File: src/sv/rc4_pkg.sv
`default_nettype none

package rc4_pkg;

    localparam int TABLE_SIZE = 256;

    // action codes
    localparam logic ACT_KEY  = 1'b0;
    localparam logic ACT_DATA = 1'b1;

    typedef struct packed {
        logic       action;
        logic [7:0] byte_value;
        logic       key_last;
    } in_word_t;

    typedef struct packed {
        logic [7:0] out_byte;
        logic       key_missing;
    } out_word_t;

    // single port access to the permutation memory
    typedef struct packed {
        logic       we;
        logic [7:0] addr;
        logic [7:0] wdata;
    } perm_cmd_t;

endpackage

`default_nettype wire

File: src/sv/rc4_perm_ram.sv
`default_nettype none

module rc4_perm_ram (
    input  wire logic               clk,
    input  wire rc4_pkg::perm_cmd_t cmd,
    output logic [7:0]              rdata
);

    logic [7:0] mem [rc4_pkg::TABLE_SIZE];
    logic [7:0] rdata_reg;

    always_ff @(posedge clk)
    begin
        if (cmd.we)
        begin
            mem[cmd.addr] <= cmd.wdata;
        end
        rdata_reg <= mem[cmd.addr];
    end

    assign rdata = rdata_reg;

endmodule

`default_nettype wire

File: config.mk
export PLATFORM = sky130hd
export DESIGN_NAME = rc4_perm_ram
export DESIGN_NICKNAME = d
export VERILOG_FILES = /design/src/sv/rc4_pkg.sv /design/src/sv/rc4_perm_ram.sv
export SDC_FILE = /design/constraint.sdc
export NUM_CORES = 2
export LEC_CHECK = 0
export ABC_CLOCK_PERIOD_IN_PS = 4100
export BUFFER_PORTS_ARGS = -buffer_cell sky130_fd_sc_hd__buf_2
export CAP_MARGIN = 20
export CORE_ASPECT_RATIO = 1.4
export CORE_MARGIN = 2
export CORE_UTILIZATION = 55
export DETAILED_ROUTE_END_ITERATION = 8
export PLACE_DENSITY = 0.77
export SETUP_SLACK_MARGIN = 0.15
export SYNTH_ARGS = -nofsm -noshare
export SYNTH_HDL_FRONTEND = slang
export SYNTH_SLANG_ARGS = --single-unit
File: constraint.sdc
create_clock -name clk -period 4.1 [get_ports clk]
set_input_delay 0 -clock clk [delete_from_list [all_inputs] [get_ports clk]]
set_output_delay 0 -clock clk [all_outputs]
set_load 0.005 [all_outputs]
==> results.md <==
* Clock skew at approximately 0.026 ns
* Reg2Reg Launch Point: mem[230][1]
* Max VDD drop at 0.420 mV
* Cell-internal power at 32.2 mW
* Most frequent cells in the layout: edfxtp_1 (2048), mux4_2 (512), a22oi_1 (256)
* Layout Nets at between 3000 and 4000
* Final worst path period need at around 2.9 ns
* Synthesized flop and latch total at between 2000 and 2500
* Final worst-path cycle share at 0.706
* Clock sink total at between 2000 and 2500
* Data arrival, critical path at around 3.6 ns
* HP Class: in -> reg
* Worst reg-to-reg path cell count at 6
* Ys Warns at 0
* Capture point of the worst path: rdata[1]
* Clock Latency Late Sink at roughly 0.8 ns
* Overall fraction of global-route tracks in use at 0.255
* Drt total wl at 182000 microns
* Grt ovf at 0
* Seq/Total Area, Yosys at 0.786
* Row count at ~160
* Max Cap Viol at 0
* Static leakage power at roughly 26 nW
* Crit. End Element: register
* Fin. max-slew vios at 0
* Slowest stage cell, crit path: o41ai_1
* Starting density of the core at 0.552
* Final ANT Viol Nets at 0
* Clock share of power at 0.382
* CTS Buf Count at ~170
* Total number of vias at 38000
* Final HPWL from detailed placement at 111000 microns
* Critical path cell sequence: mux4_2, a22oi_1, a21oi_1, o41ai_1, nand4_1, dlygate4sd3_1
* Worst slew pin tran at approximately 1.2 ns
* Status: completed
* Highest Signal Layer: met5
* Leading cell type in the layout, fill and taps excluded: edfxtp_1
* Clock H-tree levels at 4
* Cell Area, Synth at just under 80000 sq um
* CTS max path bufs at 3
* Antenna violations before repair at 8
* Die height at approximately 450 microns
* CP required at 4.78 ns
* Max FFs per register at between 2000 and 2500
* Clock root buffer: clkbuf_16
* Largest net degree at the start of global routing at about 160
* Drt drc at 0
* Pwr Total at ~40 mW
* Nature of the critical path startpoint: register
* Switch Pwr at about 8.4 mW
* Max Freq at approximately 350 MHz
* FF-to-FF End: rdata[1]
* Fin cells at ~5700
* WL met1 at 61400 microns
* Switching Fraction at 0.207
* Synth unique cells at 22
* CP max FO at 1
* Crit-path leading delay family: compound AO/OA/AOI/OAI gates
* Post-Syn Area per Cell at ~22 sq um
* Post-CTS sizing at 0
* Gpl congestion at ~0.85
* I/O Pins at 26
* Met2 WL post-DR at approximately 95000 microns
* Placed insts at 5431
* Reg clk slew, reported paths at about 0.060 ns
* WL met3 at 15600 microns
* Iter 0 DRT Violations at between 4000 and 5000
* Hold depth at 3
* Finish-stage setup viols at 0
* First-pass GRT wire length at roughly 270000 microns
* P&R area growth vs syn at 11.0%
* Initial DRT Pass Iterations at 5
* Share of layout cells above drive strength 1 at 0.247
* CTS tree: yes
* Logic pwr share at 0.048
* Stages on worst setup path at 6
* Via density at 6.62
* Worst setup path category: reg -> reg
* Reg power frac at 0.571
* Post-Syn Instances at between 3000 and 4000
* FF-to-FF setup slack at roughly 1.2 ns
* Pwr Density at 467 nW/um^2
* Post-Syn Nets at roughly 3600
* RSZ-0062 raised after global routing: false
* Vias in the first global route at between 30000 and 40000
* Die width at ~320 microns
* I/O Buffers at 25
* Die Area at about 150000 sq um
* Wire per inst at around 32 microns
* Setup crit start: mem[230][1]
* CP bufs+invs at 1
* Max_slew headroom at 0.208
* Final Hold Fails at 0
* Core footprint at ~140000 sq um
* Worst path max stage delay at about 0.70 ns
[synth_stat cells (all sizes together)]
cell / number / area share
nand2: 28 / 0.0013
a21oi: 128 / 0.0082
o41ai: 32 / 0.0036
nor2b: 7 / 0.00056
nand2b: 6 / 0.00048
or3: 1 / 0.000080
edfxtp: 2048 / 0.78
a22oi: 256 / 0.024
inv: 1 / 0.000048
mux4: 512 / 0.15
dfxtp: 8 / 0.0020
nand4: 8 / 0.00064
and2: 3 / 0.00024
buf: 87 / 0.0070
nor3: 30 / 0.0019
nand3: 13 / 0.00083
clkbuf: 145 / 0.0069
or2: 2 / 0.00016
nor2: 232 / 0.011
[power groups by stage]
stage                     registers (mW)  logic (mW)  clock network, mW
after floorplan                     23.6        1.03                  0
after global placement              23.7        1.87                  0
after detailed placement            23.7        1.91                  0
after CTS                           23.2        1.94               15.7
after global routing                23.2        2.03               16.3
final                               23.2        1.94               15.5
[per-stage QoR]
stage	setup WS (ns)	hold slack, ns	instance area (sq um)	setup TNS [ns]	utilization
2_1_floorplan	1.88	0.0989	78500	0	-
3_3_place_gp	-0.201	0.461	81700	-0.201	0.575
3_5_place_dp	0.490	0.462	81800	0	0.575
4_1_cts	1.21	0.0646	87100	0	0.612
5_1_grt	0.989	0.0761	87100	0	0.613
6_report	1.20	0.119	87100	0	0.613
[timing repair]
item / in CTS / in global routing
hold buffers: 12 / 1
endpoints found under the hold margin: 636 / 40
buffers inserted: 0 / 0
setup endpoints to repair: 0 / 0
[how the worst min path moves through the flow]
stage	startpoint	slack, ns	end
2_1_floorplan	cmd[0]	0.1	mem[0][0]
3_3_place_gp	rdata[5]	0.46	rdata[5]
3_5_place_dp	rdata[5]	0.46	rdata[5]
4_1_cts	cmd[12]	0.06	rdata[7]
5_1_grt	cmd[10]	0.08	mem[149][0]
6_report	cmd[10]	0.12	mem[149][0]
[metal layers]
metal,vias to the layer above,GRT usage
met5,-,0
met1,20000,0.316
met3,475,0.0442
met4,12,0.129
li1,15400,-
met2,2211,0.434
[layout make-up]
| cell class | count | area [sq um] |
|---|---|---|
| Fill cell | 9172 | 55100 |
| Clock inverter | 76 | 608 |
| Antenna cell | 3 | 7.51 |
| Clock buffer | 224 | 4580 |
| Multi-Input combinational cell | 1258 | 15800 |
| Inverter | 1 | 3.75 |
| Sequential cell | 2056 | 61700 |
| Tap cell | 1909 | 2390 |
| Timing Repair Buffer | 222 | 2110 |
[logic make-up after synthesis]
logic type / share of synthesized area
AO/OA/AOI/OAI: 0.0362
multiplexers: 0.147
flip-flops: 0.786
AND/OR/NAND/NOR: 0.0173
buffers and inverters: 0.0140
[worst reg2reg max path: cells and delay by family (launching register included)]
family	cells	cell delay [ns]
buffers and inverters	1	0.59
and+or+nand+nor	1	0.15
muxes	1	0.55
DFF	1	0.42
AOI/OAI and AO/OA	3	1.08
(Power assumes the default switching activity.)
