===== src/sv/rc4_key_ram.sv =====
`default_nettype none

module rc4_key_ram #(
    parameter int DEPTH = 256,
    parameter int AW    = 8
) (
    input  wire logic          clk,
    input  wire logic          we,
    input  wire logic [AW-1:0] addr,
    input  wire logic [7:0]    wdata,
    output logic [7:0]         rdata
);

    logic [7:0] mem [DEPTH];
    logic [7:0] rdata_reg;

    always_ff @(posedge clk)
    begin
        if (we)
        begin
            mem[addr] <= wdata;
        end
        rdata_reg <= mem[addr];
    end

    assign rdata = rdata_reg;

endmodule

`default_nettype wire


===== config.mk =====
export PLATFORM = sky130hd
export DESIGN_NAME = rc4_key_ram
export DESIGN_NICKNAME = d
export VERILOG_FILES = /design/src/sv/rc4_key_ram.sv
export SDC_FILE = /design/constraint.sdc
export NUM_CORES = 2
export LEC_CHECK = 0
export BUFFER_PORTS_ARGS = -buffer_cell sky130_fd_sc_hd__buf_2
export CAP_MARGIN = 20
export CORE_MARGIN = 1
export CORE_UTILIZATION = 55
export CTS_CLUSTER_DIAMETER = 120
export DETAILED_ROUTE_END_ITERATION = 16
export PLACE_DENSITY = 0.69
export SLEW_MARGIN = 0
export SYNTH_ARGS = -nofsm -noshare
export SYNTH_HDL_FRONTEND = slang
export SYNTH_SLANG_ARGS = --single-unit

===== constraint.sdc =====
create_clock -name clk -period 6.25 [get_ports clk]
set_input_delay 0.625 -clock clk [delete_from_list [all_inputs] [get_ports clk]]
set_output_delay 0.625 -clock clk [all_outputs]
set_load 0.03 [all_outputs]

==> summary.md <==
| Metric | Value |
|---|---|
| TritonCTS clock tree | done |
| Capture instance of the worst register-to-register path | rdata[4]$_DFF_P_ |
| Most numerous cell types in the synthesized netlist | edfxtp_1, mux4_2, a22oi_1 |
| Total setup violations reported at the end of the flow | 0 |
| Crit-path cells | buf_8 > buf_12 > buf_4 > mux4_2 > a22oi_1 > a21oi_1 > o41ai_1 > nand4_1 |
| Outcome | complete, no violations |
| Clock skew after layout | 0.0340 ns |
| DP Area | 81200 sq um |
| Register-to-register setup slack | 3.55 ns |
| Main synth FF type | edfxtp_1 |
| Least-Margin Pin Slew | 1.23 ns |
| Synthesized flop and latch total | 2056 |
| Maximum clock rate | 0.274 GHz |
| Core footprint | 142000 sq um |
| Buffer depth of the longest clock path | 3 |
| Biggest fanout along the worst timing path | 52 |
| Area share of the leading cell type in the synthesized netlist | 0.783 |
| Number of slew-limit violations in the final report | 0 |
| Sw Pwr | 5.89 mW |
| Number of flip-flops in the largest register | 2048 |
| Static leakage | 26.5 nW |
| Die X | 380 microns |
| Internal | 22.0 mW |
| Unrepaired setup endpoints after global routing | no |
| Gate Count Post-Synth | 3547 |
| Type of element launching the critical path | input port |
| Per-instance average area after synthesis | 22.1 sq um |
| Num Clock Sinks | 2056 |
| Area overhead of the layout relative to synthesis | 11.3% |
| Cell variety after synth | 22 |
| Min-Delay Startpoint | wdata[1] |
| Data required, critical path | 6.92 ns |
| Count of max-cap constraint violations | 0 |
| Number of instances resized during post-cts repair | 0 |
| Port Buffers | 25 |
| Worst-case vdd ir drop | 251 uV |
| Clk slew on worst S/H paths | 0.06 ns |
| Maximum number of pins on one net before global-route repair | 165 |
| CTS root buffer | clkbuf_16 |
| Overall via count from detail_route | 37700 |
| Class of the worst hold path | in2reg |
| Power density cells | 319 nW/um^2 |
| Reg-to-reg startpoint | mem[125][4]$_DFFE_PP_ |
| Hold Fails Final Rpt | 0 |
| Worst path slowest cell | o41ai_1 |
| Share of synthesized flip-flops with an asynchronous set or reset | 0 |
| Tmin final | 3.65 ns |
| Worst slew margin relative to its limit | 0.181 |
| Die area | 144000 sq um |
| CP Data Arrival Time | 4.31 ns |
| Clock power frac | 0.409 |
| Worst stage delay on the critical path | 1.06 ns |
| Comb power frac | 0.045 |
| WS Path Type | in2reg |
| Sw Ratio | 0.211 |
| Height of the die | 380 microns |
| Number of flops mapped to enable cells by yosys | 2048 |
| Final hold slack | 0.214 ns |
| Total number of yosys warnings | 0 |
| Register-to-Register Path Depth | 5 |
| Worst-skew pair later-pin latency | 0.84 ns |
| Nets | 3676 |
| Post-synthesis sequential area ratio | 0.786 |
| Post-detail-place hpwl | 106000 microns |
| Total length of routed wires | 184000 microns |
| Post-synth net total | 3565 |
| Detailed Route Iter0 Violations | 5241 |
| DR pass1 iterations | 5 |
| Ranking of synthesized cells by area | edfxtp_1, mux4_2, a22oi_1, nor2_1, a21oi_1 |
| Ratio of final minimum period to clock period | 0.583 |
| Wire length of the first global-routing pass | 269000 microns |
| Critical path endpoint category | flip-flop |
| RD Place Congestion | 0.811 |
| Number of buffers created by CTS | 198 |
| Vias in the first global route | 37600 |
| Worst hold path cell count | 1 |
| Biggest area consumer among synthesized cells | edfxtp_1 |
| Min-Delay Endpoint | mem[80][1]$_DFFE_PP_ |
| Initial core utilization | 0.554 |
| WP buf/inv | 3 |
| Most common cell in the synthesized netlist | edfxtp_1 |
| Number of buffers added to fix hold violations after cts | 0 |
| H-Tree Depth | 4 |
| Fin Setup TNS | 0 ns |
| Sequential group share of total power | 0.546 |
| Total non-filler cell area in the finished layout | 87300 sq um |
| Total DRC errors in the routed layout | 0 |
| Wirelength per Cell | 32.3 microns |
| Row Count | 138 |
| Per-cell via count in the routed design | 6.59 |
| Final-layout fill cell count | 9476 |
| Antenna violations before repair | 9 |
| Post-CTS setup repair buffer count | 0 |
| Synthesized area | 78500 sq um |
| Overall Global Routing Usage | 0.259 |
| Number of ports placed on the die boundary | 26 |
| Share of post-route cells with drive strength above 1 | 0.246 |
| Sum of overflow across all layers after global routing | 0 |
| Final ANT Viol Nets | 0 |
| Gate family responsible for the most delay along the worst path | compound AO/OA/AOI/OAI gates |
## power by group through the flow
stage / logic [mW] / registers (mW) / clock network (mW)
finish: 1.25 / 15.2 / 11.4
global route: 1.32 / 15.2 / 12.0
global placement: 1.23 / 15.5 / 0
floorplan: 0.675 / 15.5 / 0
CTS: 1.26 / 15.2 / 11.5
detailed placement: 1.25 / 15.5 / 0
## cell type report
| type | instances | area [sq um] | share of cell area |
|---|---|---|---|
| Inverter | 1 | 3.75 | 0.0000430 |
| Clock buffer | 259 | 5230 | 0.0598 |
| Timing Repair Buffer | 143 | 1280 | 0.0147 |
| Clock inverter | 105 | 920 | 0.0105 |
| Sequential cell | 2056 | 61700 | 0.706 |
| Tap cell | 1890 | 2360 | 0.0271 |
| Antenna cell | 1 | 2.50 | 0.0000287 |
| Multi-Input combinational cell | 1258 | 15900 | 0.182 |
## worst max path at each step
stage | startpoint | to | slack, ns | cells after the start
after floorplan | addr[1] | mem[111][0]$_DFFE_PP_ | 3.41 | 9
after global placement | addr[1] | rdata[3]$_DFF_P_ | 1.01 | 7
after detailed placement | addr[0] | rdata[2]$_DFF_P_ | 1.80 | 8
after CTS | addr[0] | rdata[4]$_DFF_P_ | 2.62 | 8
after global routing | addr[0] | rdata[1]$_DFF_P_ | 2.47 | 8
final | addr[0] | rdata[4]$_DFF_P_ | 2.60 | 8
## logic make-up after synthesis
group,Yosys count,share of synthesized area
flops,2056,0.786
mux,512,0.147
simple gates,330,0.0173
buf+inv,233,0.0140
compound gates,416,0.0362
## metal layers
layer	global-route usage	routed length, microns	vias up
met1	0.383	73200	20100
met4	0.0800	5180	14
met3	0.0568	18200	315
met5	0	80	-
met2	0.393	87700	1921
li1	-	-	15300
## per-stage QoR
| stage | util | power, mW | setup slack [ns] | std cells |
|---|---|---|---|---|
| after detailed placement | 0.573 | 16.8 | 1.80 | 5346 |
| final | 0.617 | 27.9 | 2.60 | 5713 |
| after floorplan | - | 16.2 | 3.41 | 3547 |
| after global placement | 0.572 | 16.7 | 1.01 | 5335 |
| after CTS | 0.617 | 28.0 | 2.62 | 5710 |
| after global routing | 0.617 | 28.6 | 2.47 | 5712 |
## worst reg2reg max path: cells and delay by family (launching register included)
family	cells	cell delay (ns)
compound gates	3	1.56
flops	1	0.38
mux	1	0.45
simple gates	1	0.17
## layout by cell type (no fill, tap or decap), types with 3 or more instances in the layout
cell	instances
clkinv_2	28
clkinv_4	3
buf_12	14
bufinv_16	11
nand2b_1	4
buf_4	99
nor3_1	29
clkbuf_8	4
clkbuf_1	59
nand4_1	8
clkinv_8	5
clkinv_1	46
a21oi_1	128
nand2_1	27
mux4_2	512
nor2b_1	5
a22oi_1	256
buf_8	6
dfxtp_1	8
edfxtp_1	2048
buf_2	18
inv_6	4
o41ai_1	18
clkbuf_16	200
nor2_1	231
clkinvlp_4	3
o41ai_2	14
nand3_1	11
Note: power is estimated with default switching activity, not from simulation.
